`src/rtl/ssm_pkg.sv`:
```
// Package with the types, widths and constants of the scan sector minimum core.
package ssm_pkg;

  localparam int DIRECTIONS  = 8;
  localparam int MAX_SAMPLES = 4096;

  localparam int RANGE_W    = 16;
  localparam int SECTOR_W   = 6;
  localparam int LEN_W      = 13;
  localparam int IDX_W      = 12;
  localparam int SW_W       = 10;
  localparam int CFG_IDX_W  = 2;
  localparam int CFG_DATA_W = 13;
  localparam int DIR_W      = (DIRECTIONS > 1) ? $clog2(DIRECTIONS) : 1;
  localparam int MOD_CNT_W  = $clog2(IDX_W + 1);

  localparam logic [LEN_W-1:0] SCAN_LENGTH_RST  = 13'd360;
  localparam logic [IDX_W-1:0] ZERO_INDEX_RST   = 12'd0;
  localparam logic [SW_W-1:0]  SECTOR_WIDTH_RST = 10'd45;

  typedef enum logic [CFG_IDX_W-1:0] {
    REG_ENABLED      = 2'd0,
    REG_SCAN_LENGTH  = 2'd1,
    REG_ZERO_INDEX   = 2'd2,
    REG_SECTOR_WIDTH = 2'd3
  } reg_idx_e;

  typedef enum logic [1:0] {
    MOD_ZERO_INDEX = 2'd0,
    MOD_WIDTH      = 2'd1,
    MOD_HALF_WIDTH = 2'd2
  } mod_sel_e;

  typedef struct packed {
    logic     mod_start;
    mod_sel_e mod_sel;
    logic     cap_zero;
    logic     cap_width;
    logic     cap_half;
    logic     starts_init;
    logic     starts_step;
    logic     take;
    logic     emit_load;
  } ssm_cmd_t;

  typedef struct packed {
    logic mod_done;
    logic starts_last;
    logic emit_last;
    logic out_free;
    logic enabled;
  } ssm_stat_t;

endpackage

```
`src/rtl/scan_sector_minimum_core.sv`:
```
// Top level of the scan sector minimum core: per-sector minimum range of one lidar scan.
//
//   channel   direction   handshake            word
//   cfg       in          cfg_we_i             cfg_index_i, cfg_data_i
//   in        in          in_valid_i/stall_o   range_mm_i, scan_end_i
//   out       out         out_valid_o/stall_i  sector_index_o, sector_min_o, last_sector_o
//
// Samples are accepted back to back while the core runs and no register is being written.
// After reset and after every register write the core rebuilds its sector start table
// (three modulo reductions, then one sector per cycle)
// and stalls the input meanwhile.
// A scan end with enabled set emits DIRECTIONS words, one per cycle from the output
// register, during which the input stalls; an output stall holds the word and the emission.

module scan_sector_minimum_core
  import ssm_pkg::*;
(
  input  logic                  clk_i,
  input  logic                  rst_ni,
  input  logic                  cfg_we_i,
  input  logic [CFG_IDX_W-1:0]  cfg_index_i,
  input  logic [CFG_DATA_W-1:0] cfg_data_i,
  input  logic                  in_valid_i,
  output logic                  in_stall_o,
  input  logic [RANGE_W-1:0]    range_mm_i,
  input  logic                  scan_end_i,
  output logic                  out_valid_o,
  input  logic                  out_stall_i,
  output logic [SECTOR_W-1:0]   sector_index_o,
  output logic [RANGE_W-1:0]    sector_min_o,
  output logic                  last_sector_o
);

  ssm_cmd_t  cmd;
  ssm_stat_t stat;

  ssm_ctrl u_ctrl (
    .clk_i      (clk_i),
    .rst_ni     (rst_ni),
    .cfg_we_i   (cfg_we_i),
    .in_valid_i (in_valid_i),
    .scan_end_i (scan_end_i),
    .stat_i     (stat),
    .cmd_o      (cmd),
    .in_stall_o (in_stall_o)
  );

  ssm_datapath u_datapath (
    .clk_i          (clk_i),
    .rst_ni         (rst_ni),
    .cfg_we_i       (cfg_we_i),
    .cfg_index_i    (cfg_index_i),
    .cfg_data_i     (cfg_data_i),
    .range_mm_i     (range_mm_i),
    .scan_end_i     (scan_end_i),
    .out_stall_i    (out_stall_i),
    .cmd_i          (cmd),
    .stat_o         (stat),
    .out_valid_o    (out_valid_o),
    .sector_index_o (sector_index_o),
    .sector_min_o   (sector_min_o),
    .last_sector_o  (last_sector_o)
  );

endmodule

```
`src/rtl/ssm_mod_unit.sv`:
```
// Restoring modulo unit that reduces an index or a width by the scan length, one bit per cycle.
module ssm_mod_unit
  import ssm_pkg::*;
(
  input  logic             clk_i,
  input  logic             rst_ni,
  input  logic             start_i,
  input  logic [IDX_W-1:0] dividend_i,
  input  logic [LEN_W-1:0] divisor_i,
  output logic             done_o,
  output logic [IDX_W-1:0] rem_o
);

  logic [MOD_CNT_W-1:0] cnt_q;
  logic [IDX_W-1:0]     x_q;
  logic [IDX_W-1:0]     rem_q;
  logic [LEN_W-1:0]     trial;
  logic [IDX_W-1:0]     rem_d;

  always_comb begin
    trial = {rem_q, x_q[IDX_W-1]};
    if (trial >= divisor_i) begin
      rem_d = IDX_W'(trial - divisor_i);
    end else begin
      rem_d = trial[IDX_W-1:0];
    end
  end

  always_ff @(posedge clk_i or negedge rst_ni) begin
    if (!rst_ni) begin
      cnt_q <= '0;
    end else if (start_i) begin
      cnt_q <= MOD_CNT_W'(IDX_W);
    end else if (cnt_q != '0) begin
      cnt_q <= cnt_q - MOD_CNT_W'(1);
    end
  end

  always_ff @(posedge clk_i) begin
    if (start_i) begin
      x_q   <= dividend_i;
      rem_q <= '0;
    end else if (cnt_q != '0) begin
      x_q   <= {x_q[IDX_W-2:0], 1'b0};
      rem_q <= rem_d;
    end
  end

  assign done_o = (cnt_q == '0);
  assign rem_o  = rem_q;

endmodule

```
`src/rtl/ssm_datapath.sv`:
```
// Datapath: configuration registers, sector start table, per-sector minima and output register.
module ssm_datapath
  import ssm_pkg::*;
(
  input  logic                  clk_i,
  input  logic                  rst_ni,
  input  logic                  cfg_we_i,
  input  logic [CFG_IDX_W-1:0]  cfg_index_i,
  input  logic [CFG_DATA_W-1:0] cfg_data_i,
  input  logic [RANGE_W-1:0]    range_mm_i,
  input  logic                  scan_end_i,
  input  logic                  out_stall_i,
  input  ssm_cmd_t              cmd_i,
  output ssm_stat_t             stat_o,
  output logic                  out_valid_o,
  output logic [SECTOR_W-1:0]   sector_index_o,
  output logic [RANGE_W-1:0]    sector_min_o,
  output logic                  last_sector_o
);

  logic             enabled_q;
  logic [LEN_W-1:0] scan_length_q;
  logic [IDX_W-1:0] zero_index_q;
  logic [SW_W-1:0]  sector_width_q;

  logic [LEN_W-1:0] len_eff;
  logic [SW_W-1:0]  w_eff;

  logic [IDX_W-1:0] mod_x;
  logic             mod_done;
  logic [IDX_W-1:0] mod_rem;

  logic [IDX_W-1:0] zm_q;
  logic [IDX_W-1:0] wm_q;
  logic [IDX_W-1:0] hm_q;

  logic [IDX_W-1:0] a_q;
  logic [DIR_W-1:0] k_q;
  logic [IDX_W-1:0] start_q [DIRECTIONS];
  logic [LEN_W-1:0] start_sum;
  logic [LEN_W-1:0] a_sum;

  logic [IDX_W-1:0] count_q;
  logic [IDX_W-1:0] count_d;
  logic [LEN_W-1:0] count_inc;
  logic             idx_ok;

  logic [RANGE_W-1:0] min_q [DIRECTIONS];
  logic [LEN_W-1:0]   off_w [DIRECTIONS];
  logic [DIRECTIONS-1:0] lane_load;
  logic [DIRECTIONS-1:0] lane_upd;

  logic [DIR_W-1:0]    e_q;
  logic                emit_last;
  logic                out_free;
  logic                out_valid_q;
  logic [SECTOR_W-1:0] sector_index_q;
  logic [RANGE_W-1:0]  sector_min_q;
  logic                last_sector_q;

  always_ff @(posedge clk_i or negedge rst_ni) begin
    if (!rst_ni) begin
      enabled_q      <= 1'b0;
      scan_length_q  <= SCAN_LENGTH_RST;
      zero_index_q   <= ZERO_INDEX_RST;
      sector_width_q <= SECTOR_WIDTH_RST;
    end else if (cfg_we_i) begin
      unique case (reg_idx_e'(cfg_index_i))
        REG_ENABLED:      enabled_q      <= cfg_data_i[0];
        REG_SCAN_LENGTH:  scan_length_q  <= cfg_data_i[LEN_W-1:0];
        REG_ZERO_INDEX:   zero_index_q   <= cfg_data_i[IDX_W-1:0];
        REG_SECTOR_WIDTH: sector_width_q <= cfg_data_i[SW_W-1:0];
      endcase
    end
  end

  always_comb begin
    if (scan_length_q == '0) begin
      len_eff = LEN_W'(1);
    end else if (scan_length_q > LEN_W'(MAX_SAMPLES)) begin
      len_eff = LEN_W'(MAX_SAMPLES);
    end else begin
      len_eff = scan_length_q;
    end
    w_eff = (sector_width_q == '0) ? SW_W'(1) : sector_width_q;
  end

  always_comb begin
    case (cmd_i.mod_sel)
      MOD_ZERO_INDEX: mod_x = zero_index_q;
      MOD_WIDTH:      mod_x = IDX_W'(w_eff);
      MOD_HALF_WIDTH: mod_x = IDX_W'(w_eff >> 1);
      default:        mod_x = zero_index_q;
    endcase
  end

  ssm_mod_unit u_mod (
    .clk_i      (clk_i),
    .rst_ni     (rst_ni),
    .start_i    (cmd_i.mod_start),
    .dividend_i (mod_x),
    .divisor_i  (len_eff),
    .done_o     (mod_done),
    .rem_o      (mod_rem)
  );

  always_ff @(posedge clk_i) begin
    if (cmd_i.cap_zero) begin
      zm_q <= mod_rem;
    end
    if (cmd_i.cap_width) begin
      wm_q <= mod_rem;
    end
    if (cmd_i.cap_half) begin
      hm_q <= mod_rem;
    end
  end

  // Sector m starts half a sector before zero_index + m * sector_width, modulo the length.
  always_comb begin
    start_sum = {1'b0, a_q} - {1'b0, hm_q};
    if (a_q < hm_q) begin
      start_sum = start_sum + len_eff;
    end
    a_sum = {1'b0, a_q} + {1'b0, wm_q};
    if (a_sum >= len_eff) begin
      a_sum = a_sum - len_eff;
    end
  end

  always_ff @(posedge clk_i or negedge rst_ni) begin
    if (!rst_ni) begin
      k_q <= '0;
    end else if (cmd_i.starts_init) begin
      k_q <= '0;
    end else if (cmd_i.starts_step) begin
      k_q <= k_q + DIR_W'(1);
    end
  end

  always_ff @(posedge clk_i) begin
    if (cmd_i.starts_init) begin
      a_q <= zm_q;
    end else if (cmd_i.starts_step) begin
      a_q          <= a_sum[IDX_W-1:0];
      start_q[k_q] <= start_sum[IDX_W-1:0];
    end
  end

  always_comb begin
    idx_ok    = ({1'b0, count_q} < len_eff);
    count_inc = {1'b0, count_q} + LEN_W'(1);
    if (scan_end_i || !idx_ok || (count_inc >= len_eff)) begin
      count_d = '0;
    end else begin
      count_d = count_inc[IDX_W-1:0];
    end
  end

  always_ff @(posedge clk_i or negedge rst_ni) begin
    if (!rst_ni) begin
      count_q <= '0;
    end else if (cmd_i.take) begin
      count_q <= count_d;
    end
  end

  always_comb begin
    for (int g = 0; g < DIRECTIONS; g++) begin
      off_w[g] = {1'b0, count_q} - {1'b0, start_q[g]};
      if (count_q < start_q[g]) begin
        off_w[g] = off_w[g] + len_eff;
      end
      lane_load[g] = cmd_i.take && idx_ok && (off_w[g] == '0);
      lane_upd[g]  = cmd_i.take && idx_ok && (off_w[g] != '0) &&
                     (off_w[g] < LEN_W'(w_eff)) && (range_mm_i != '0) &&
                     (range_mm_i < min_q[g]);
    end
  end

  always_ff @(posedge clk_i) begin
    for (int g = 0; g < DIRECTIONS; g++) begin
      if (lane_load[g] || lane_upd[g]) begin
        min_q[g] <= range_mm_i;
      end
    end
  end

  assign emit_last = (e_q == DIR_W'(DIRECTIONS - 1));
  assign out_free  = !out_valid_q || !out_stall_i;

  always_ff @(posedge clk_i or negedge rst_ni) begin
    if (!rst_ni) begin
      e_q         <= '0;
      out_valid_q <= 1'b0;
    end else if (cmd_i.emit_load) begin
      e_q         <= emit_last ? '0 : e_q + DIR_W'(1);
      out_valid_q <= 1'b1;
    end else if (!out_stall_i) begin
      out_valid_q <= 1'b0;
    end
  end

  always_ff @(posedge clk_i) begin
    if (cmd_i.emit_load) begin
      sector_index_q <= SECTOR_W'(e_q);
      sector_min_q   <= min_q[e_q];
      last_sector_q  <= emit_last;
    end
  end

  assign stat_o.mod_done    = mod_done;
  assign stat_o.starts_last = (k_q == DIR_W'(DIRECTIONS - 1));
  assign stat_o.emit_last   = emit_last;
  assign stat_o.out_free    = out_free;
  assign stat_o.enabled     = enabled_q;

  assign out_valid_o    = out_valid_q;
  assign sector_index_o = sector_index_q;
  assign sector_min_o   = sector_min_q;
  assign last_sector_o  = last_sector_q;

endmodule

```
`src/rtl/ssm_ctrl.sv`:
```
// Controller state machine: sector start setup, sample intake and result emission.
module ssm_ctrl
  import ssm_pkg::*;
(
  input  logic      clk_i,
  input  logic      rst_ni,
  input  logic      cfg_we_i,
  input  logic      in_valid_i,
  input  logic      scan_end_i,
  input  ssm_stat_t stat_i,
  output ssm_cmd_t  cmd_o,
  output logic      in_stall_o
);

  typedef enum logic [3:0] {
    ST_ZM_GO,
    ST_ZM_WAIT,
    ST_W_GO,
    ST_W_WAIT,
    ST_H_GO,
    ST_H_WAIT,
    ST_START_INIT,
    ST_START_STEP,
    ST_RUN,
    ST_EMIT
  } state_e;

  state_e state_q;
  state_e state_d;
  logic   redo_q;
  logic   redo_d;

  always_comb begin
    state_d       = state_q;
    redo_d        = redo_q;
    cmd_o         = '0;
    cmd_o.mod_sel = MOD_ZERO_INDEX;
    unique case (state_q)
      ST_ZM_GO: begin
        cmd_o.mod_start = 1'b1;
        state_d         = ST_ZM_WAIT;
      end
      ST_ZM_WAIT: begin
        if (stat_i.mod_done) begin
          cmd_o.cap_zero = 1'b1;
          state_d        = ST_W_GO;
        end
      end
      ST_W_GO: begin
        cmd_o.mod_start = 1'b1;
        cmd_o.mod_sel   = MOD_WIDTH;
        state_d         = ST_W_WAIT;
      end
      ST_W_WAIT: begin
        if (stat_i.mod_done) begin
          cmd_o.cap_width = 1'b1;
          state_d         = ST_H_GO;
        end
      end
      ST_H_GO: begin
        cmd_o.mod_start = 1'b1;
        cmd_o.mod_sel   = MOD_HALF_WIDTH;
        state_d         = ST_H_WAIT;
      end
      ST_H_WAIT: begin
        if (stat_i.mod_done) begin
          cmd_o.cap_half = 1'b1;
          state_d        = ST_START_INIT;
        end
      end
      ST_START_INIT: begin
        cmd_o.starts_init = 1'b1;
        state_d           = ST_START_STEP;
      end
      ST_START_STEP: begin
        cmd_o.starts_step = 1'b1;
        if (stat_i.starts_last) begin
          state_d = ST_RUN;
        end
      end
      ST_RUN: begin
        cmd_o.take = in_valid_i && !cfg_we_i;
        if (cmd_o.take && scan_end_i && stat_i.enabled) begin
          state_d = ST_EMIT;
        end
      end
      ST_EMIT: begin
        cmd_o.emit_load = stat_i.out_free;
        if (cfg_we_i) begin
          redo_d = 1'b1;
        end
        if (stat_i.out_free && stat_i.emit_last) begin
          state_d = (redo_q || cfg_we_i) ? ST_ZM_GO : ST_RUN;
          redo_d  = 1'b0;
        end
      end
      default: begin
        state_d = ST_ZM_GO;
      end
    endcase
    // A register write invalidates the start table, so setup runs again.
    if (cfg_we_i && (state_q != ST_EMIT)) begin
      state_d = ST_ZM_GO;
    end
  end

  always_ff @(posedge clk_i or negedge rst_ni) begin
    if (!rst_ni) begin
      state_q <= ST_ZM_GO;
      redo_q  <= 1'b0;
    end else begin
      state_q <= state_d;
      redo_q  <= redo_d;
    end
  end

  assign in_stall_o = (state_q != ST_RUN) || cfg_we_i;

endmodule

```
`config.mk`:
```
export PLATFORM = sky130hd
export DESIGN_NAME = scan_sector_minimum_core
export DESIGN_NICKNAME = d
export VERILOG_FILES = /design/src/rtl/ssm_pkg.sv /design/src/rtl/scan_sector_minimum_core.sv /design/src/rtl/ssm_mod_unit.sv /design/src/rtl/ssm_datapath.sv /design/src/rtl/ssm_ctrl.sv
export SDC_FILE = /design/constraint.sdc
export NUM_CORES = 1
export LEC_CHECK = 0
export BUFFER_PORTS_ARGS = -buffer_cell sky130_fd_sc_hd__buf_2
export CORE_MARGIN = 1.5
export CORE_UTILIZATION = 41
export DETAILED_ROUTE_END_ITERATION = 8
export SKIP_LAST_GASP = 1
export SYNTH_ARGS = -nofsm -noshare
export SYNTH_HDL_FRONTEND = slang
export SYNTH_SLANG_ARGS = --single-unit
```
`constraint.sdc`:
```
create_clock -name clk_i -period 15.8 [get_ports clk_i]
set_clock_uncertainty 0.1 [all_clocks]
set_input_delay 3.16 -clock clk_i [delete_from_list [all_inputs] [get_ports clk_i]]
set_output_delay 3.16 -clock clk_i [all_outputs]
set_load 0.02 [all_outputs]
```
==> run metrics <==
status finished, final reports clean; fraction of final layout cells sized beyond drive strength 1 0.107; number of hold-slack violations in the final timing report 0; max-capacitance violation count 0; CTS Buf Count 43; placer congestion estimate 0.936; total grt overflow 0; clock input transition at the sequential cells of the worst setup and hold paths roughly 0.060 ns; least setup slack across all paths after layout approximately 9 ns; Setup crit end kind output pin; dominant register cell in the synthesized netlist sky130_fd_sc_hd__edfxtp_1; number of unique standard cell types used by synthesis 95; number of enable-type register cells in the synthesized netlist just over 300; shortest clock period the worst path allows after layout 7.05 ns; async set-or-reset flop fraction in the synthesized netlist 0.168; share of synthesized area occupied by flip-flops and latches 0.346; Layout Cell Area excl Fill 0.0350 mm^2; insertion delay of the later-clocked pin in the worst-skew pair ~0.60 ns; headroom to the max-slew limit 0.207; residual DRC count 0; Cells on Worst Hold Path 1; utilization after layout 0.459; total leakage power 15.5 nW; antenna violations before repair 3; Net count, final a little under 4000; pin count of the biggest net entering global routing 65; H-tree levels 2; # IOs 62; critical path required time ~13 ns; path type of the worst min-delay path reg -> reg; commonest cells after routing, fill and taps aside sky130_fd_sc_hd__ha_1 (479), sky130_fd_sc_hd__inv_1 (337), sky130_fd_sc_hd__edfxtp_1 (304), sky130_fd_sc_hd__a21oi_1 (221), sky130_fd_sc_hd__nor2_1 (200); total routing resource utilization after global routing 0.239; startpoint of the lowest-slack register-to-register path u_datapath.count_q[0]$_DFFE_PN0P_; netlist area before placement around 0.032 mm^2; top-area cell type share of the netlist area 0.288; estimated wirelength of the detail-placed design ~70000 um; std cell rows 101; min-delay src u_datapath.zero_index_q[9]$_DFFE_PN0P_; layout-stage area growth over the synthesis result 10.4%; PD cells between 100 and 150 mW/mm^2; setup slack of the worst register-to-register path 9.48 ns; Total Routed Length approximately 94000 um; total via count after detailed routing 24900; length in cells of the worst reg-to-reg path 23; area enclosed by the die boundary around 0.08 mm^2; die height roughly 280 um; number of pins with negative max-slew slack in the final report 0; end of the worst register-to-register path u_datapath.min_q[5][14]$_DFFE_PP_; average wire per cell in the routed design 21.5 um; worst slack after detailed placement roughly 8.6 ns; DRT Pass-1 Iters 6; CTS-repair resized insts 0; sum of negative setup slack 0 ns; dominant cells by area after synthesis sky130_fd_sc_hd__edfxtp_1 (29%), sky130_fd_sc_hd__ha_1 (19%), sky130_fd_sc_hd__dfrtp_1 (4.4%); vias in the first global route ~24000; yosys synthesis warning count 0; period utilization 0.446; Via density 5.67; critical path start-end classification in -> out; instance count of the mapped netlist around 3200; count of input and output buffers a little under 60; startpoint types input port; Max Freq 142 MHz; Hold EP u_datapath.zero_index_q[9]$_DFFE_PN0P_; number of buffers inserted to repair setup after CTS 0; Hold Buf Count CTS 0; DR iter-0 viols between 1500 and 2000; width of the die about 280 um; clk sinks 380; synthesis-stage register bit count 380; instance area at placement 0.0335 mm^2; Synth area leader sky130_fd_sc_hd__edfxtp_1; antenna-violating nets left 0; leading cell type in the layout, fill and taps excluded sky130_fd_sc_hd__ha_1; Worst Max-Slew Pin Slew 1.19 ns; CP arrival 3.79 ns; clock tree from TritonCTS done; unrepaired setup endpoints after global routing no; Max Fanout on Critical Path 9; starting density of the core 0.416; mean instance size in the synthesized netlist roughly 10 um^2; Min Hold Slack 0.396 ns; worst voltage drop across the vdd grid between 0.0001 and 0.00015 V; Max clock buf depth 3; CTS Root Cell sky130_fd_sc_hd__clkbuf_16; core region area ~0.076 mm^2; first-pass GRT wire length 143000 um; final setup violating endpoints 0
==> report_power, final <==
| part | total [W] | switching (W) | leakage, nW | internal, W |
|---|---|---|---|---|
| clock | 0.00109 | 0.000456 | 0.717 | 0.000639 |
| combinational | 0.00181 | 0.00108 | 11.1 | 0.000729 |
| sequential | 0.00127 | 0.0000615 | 3.66 | 0.00121 |
| total | 0.00417 | 0.00160 | 15.5 | 0.00257 |
==> registers in the layout, indices dropped and copies added, names as in the netlist, 13 cells and up <==
register,count
u_datapath.min_q,128
u_datapath.start_q,96
u_datapath.sector_min_o,16
u_datapath.scan_length_q,13
==> stage by stage <==
step / instances / power, W
after floorplan: 3232 / 0.00254
after global placement: 4310 / 0.00307
after detailed placement: 4310 / 0.00308
after CTS: 4389 / 0.00418
after global routing: 4389 / 0.00443
final: 4390 / 0.00417
==> logic make-up (layout without fill, tap and decap cells) <==
logic type | count (synthesis) | after routing | synth area share
AO/OA/AOI/OAI | 823 | 823 | 0.168
XOR/XNOR | 197 | 197 | 0.0544
adder cells (fa/ha/maj) | 500 | 500 | 0.202
buffers and inverters | 393 | 520 | 0.0472
flip-flops | 380 | 380 | 0.346
multiplexers | 129 | 129 | 0.0570
other | 1 | 4 | 0.000118
AND/OR/NAND/NOR | 807 | 807 | 0.126
==> cell usage after synthesis, types with 37 or more instances <==
library cell	n
sky130_fd_sc_hd__xnor2_1	138
sky130_fd_sc_hd__nor2b_1	55
sky130_fd_sc_hd__nand4_1	37
sky130_fd_sc_hd__clkbuf_1	39
sky130_fd_sc_hd__mux2_2	89
sky130_fd_sc_hd__o21ai_0	184
sky130_fd_sc_hd__dfrtp_1	56
sky130_fd_sc_hd__edfxtp_1	304
sky130_fd_sc_hd__a21oi_1	222
sky130_fd_sc_hd__nor3_1	67
sky130_fd_sc_hd__xor2_1	59
sky130_fd_sc_hd__nand3_1	62
sky130_fd_sc_hd__o21a_1	45
sky130_fd_sc_hd__inv_1	337
sky130_fd_sc_hd__nand2b_1	53
sky130_fd_sc_hd__a21o_1	112
sky130_fd_sc_hd__nor2_1	201
sky130_fd_sc_hd__ha_1	479
sky130_fd_sc_hd__a211oi_1	47
sky130_fd_sc_hd__nand2_1	196
==> critical path, cell delays in order <==
cell and delay [ns]:
sky130_fd_sc_hd__buf_2 0.15, sky130_fd_sc_hd__nor2_1 0.17, sky130_fd_sc_hd__nand3_1 0.11, sky130_fd_sc_hd__buf_2 0.19
==> metal layers <==
layer / vias to the layer above / GRT usage / wire length (um)
met5: - / 0 / 0
met4: 0 / 0.0812 / 3240
met3: 169 / 0.0265 / 5520
met2: 708 / 0.384 / 42200
met1: 11900 / 0.334 / 43500
li1: 12100 / - / -
==> layout make-up <==
class / count / area (um^2)
fill: 7312 / 41300
multi-input combinational: 2459 / 19300
sequential: 380 / 11000
tap: 1030 / 1290
inverter: 338 / 1270
clock buffer: 45 / 1080
timing repair buffer: 103 / 628
clock inverter: 34 / 443
antenna: 1 / 2.50
==> how the worst max path moves through the flow <==
stage / cells past startpoint / end / slack (ns) / from
after global placement: 11 / u_datapath.min_q[3][3]$_DFFE_PP_ / 8.73 / cfg_we_i
after floorplan: 10 / u_datapath.min_q[6][0]$_DFFE_PP_ / 8.72 / range_mm_i[1]
after global routing: 4 / in_stall_o / 8.73 / cfg_we_i
after detailed placement: 11 / u_datapath.min_q[3][3]$_DFFE_PP_ / 8.63 / cfg_we_i
after CTS: 4 / in_stall_o / 8.76 / cfg_we_i
final: 4 / in_stall_o / 8.75 / cfg_we_i
(Power assumes the default switching activity.)
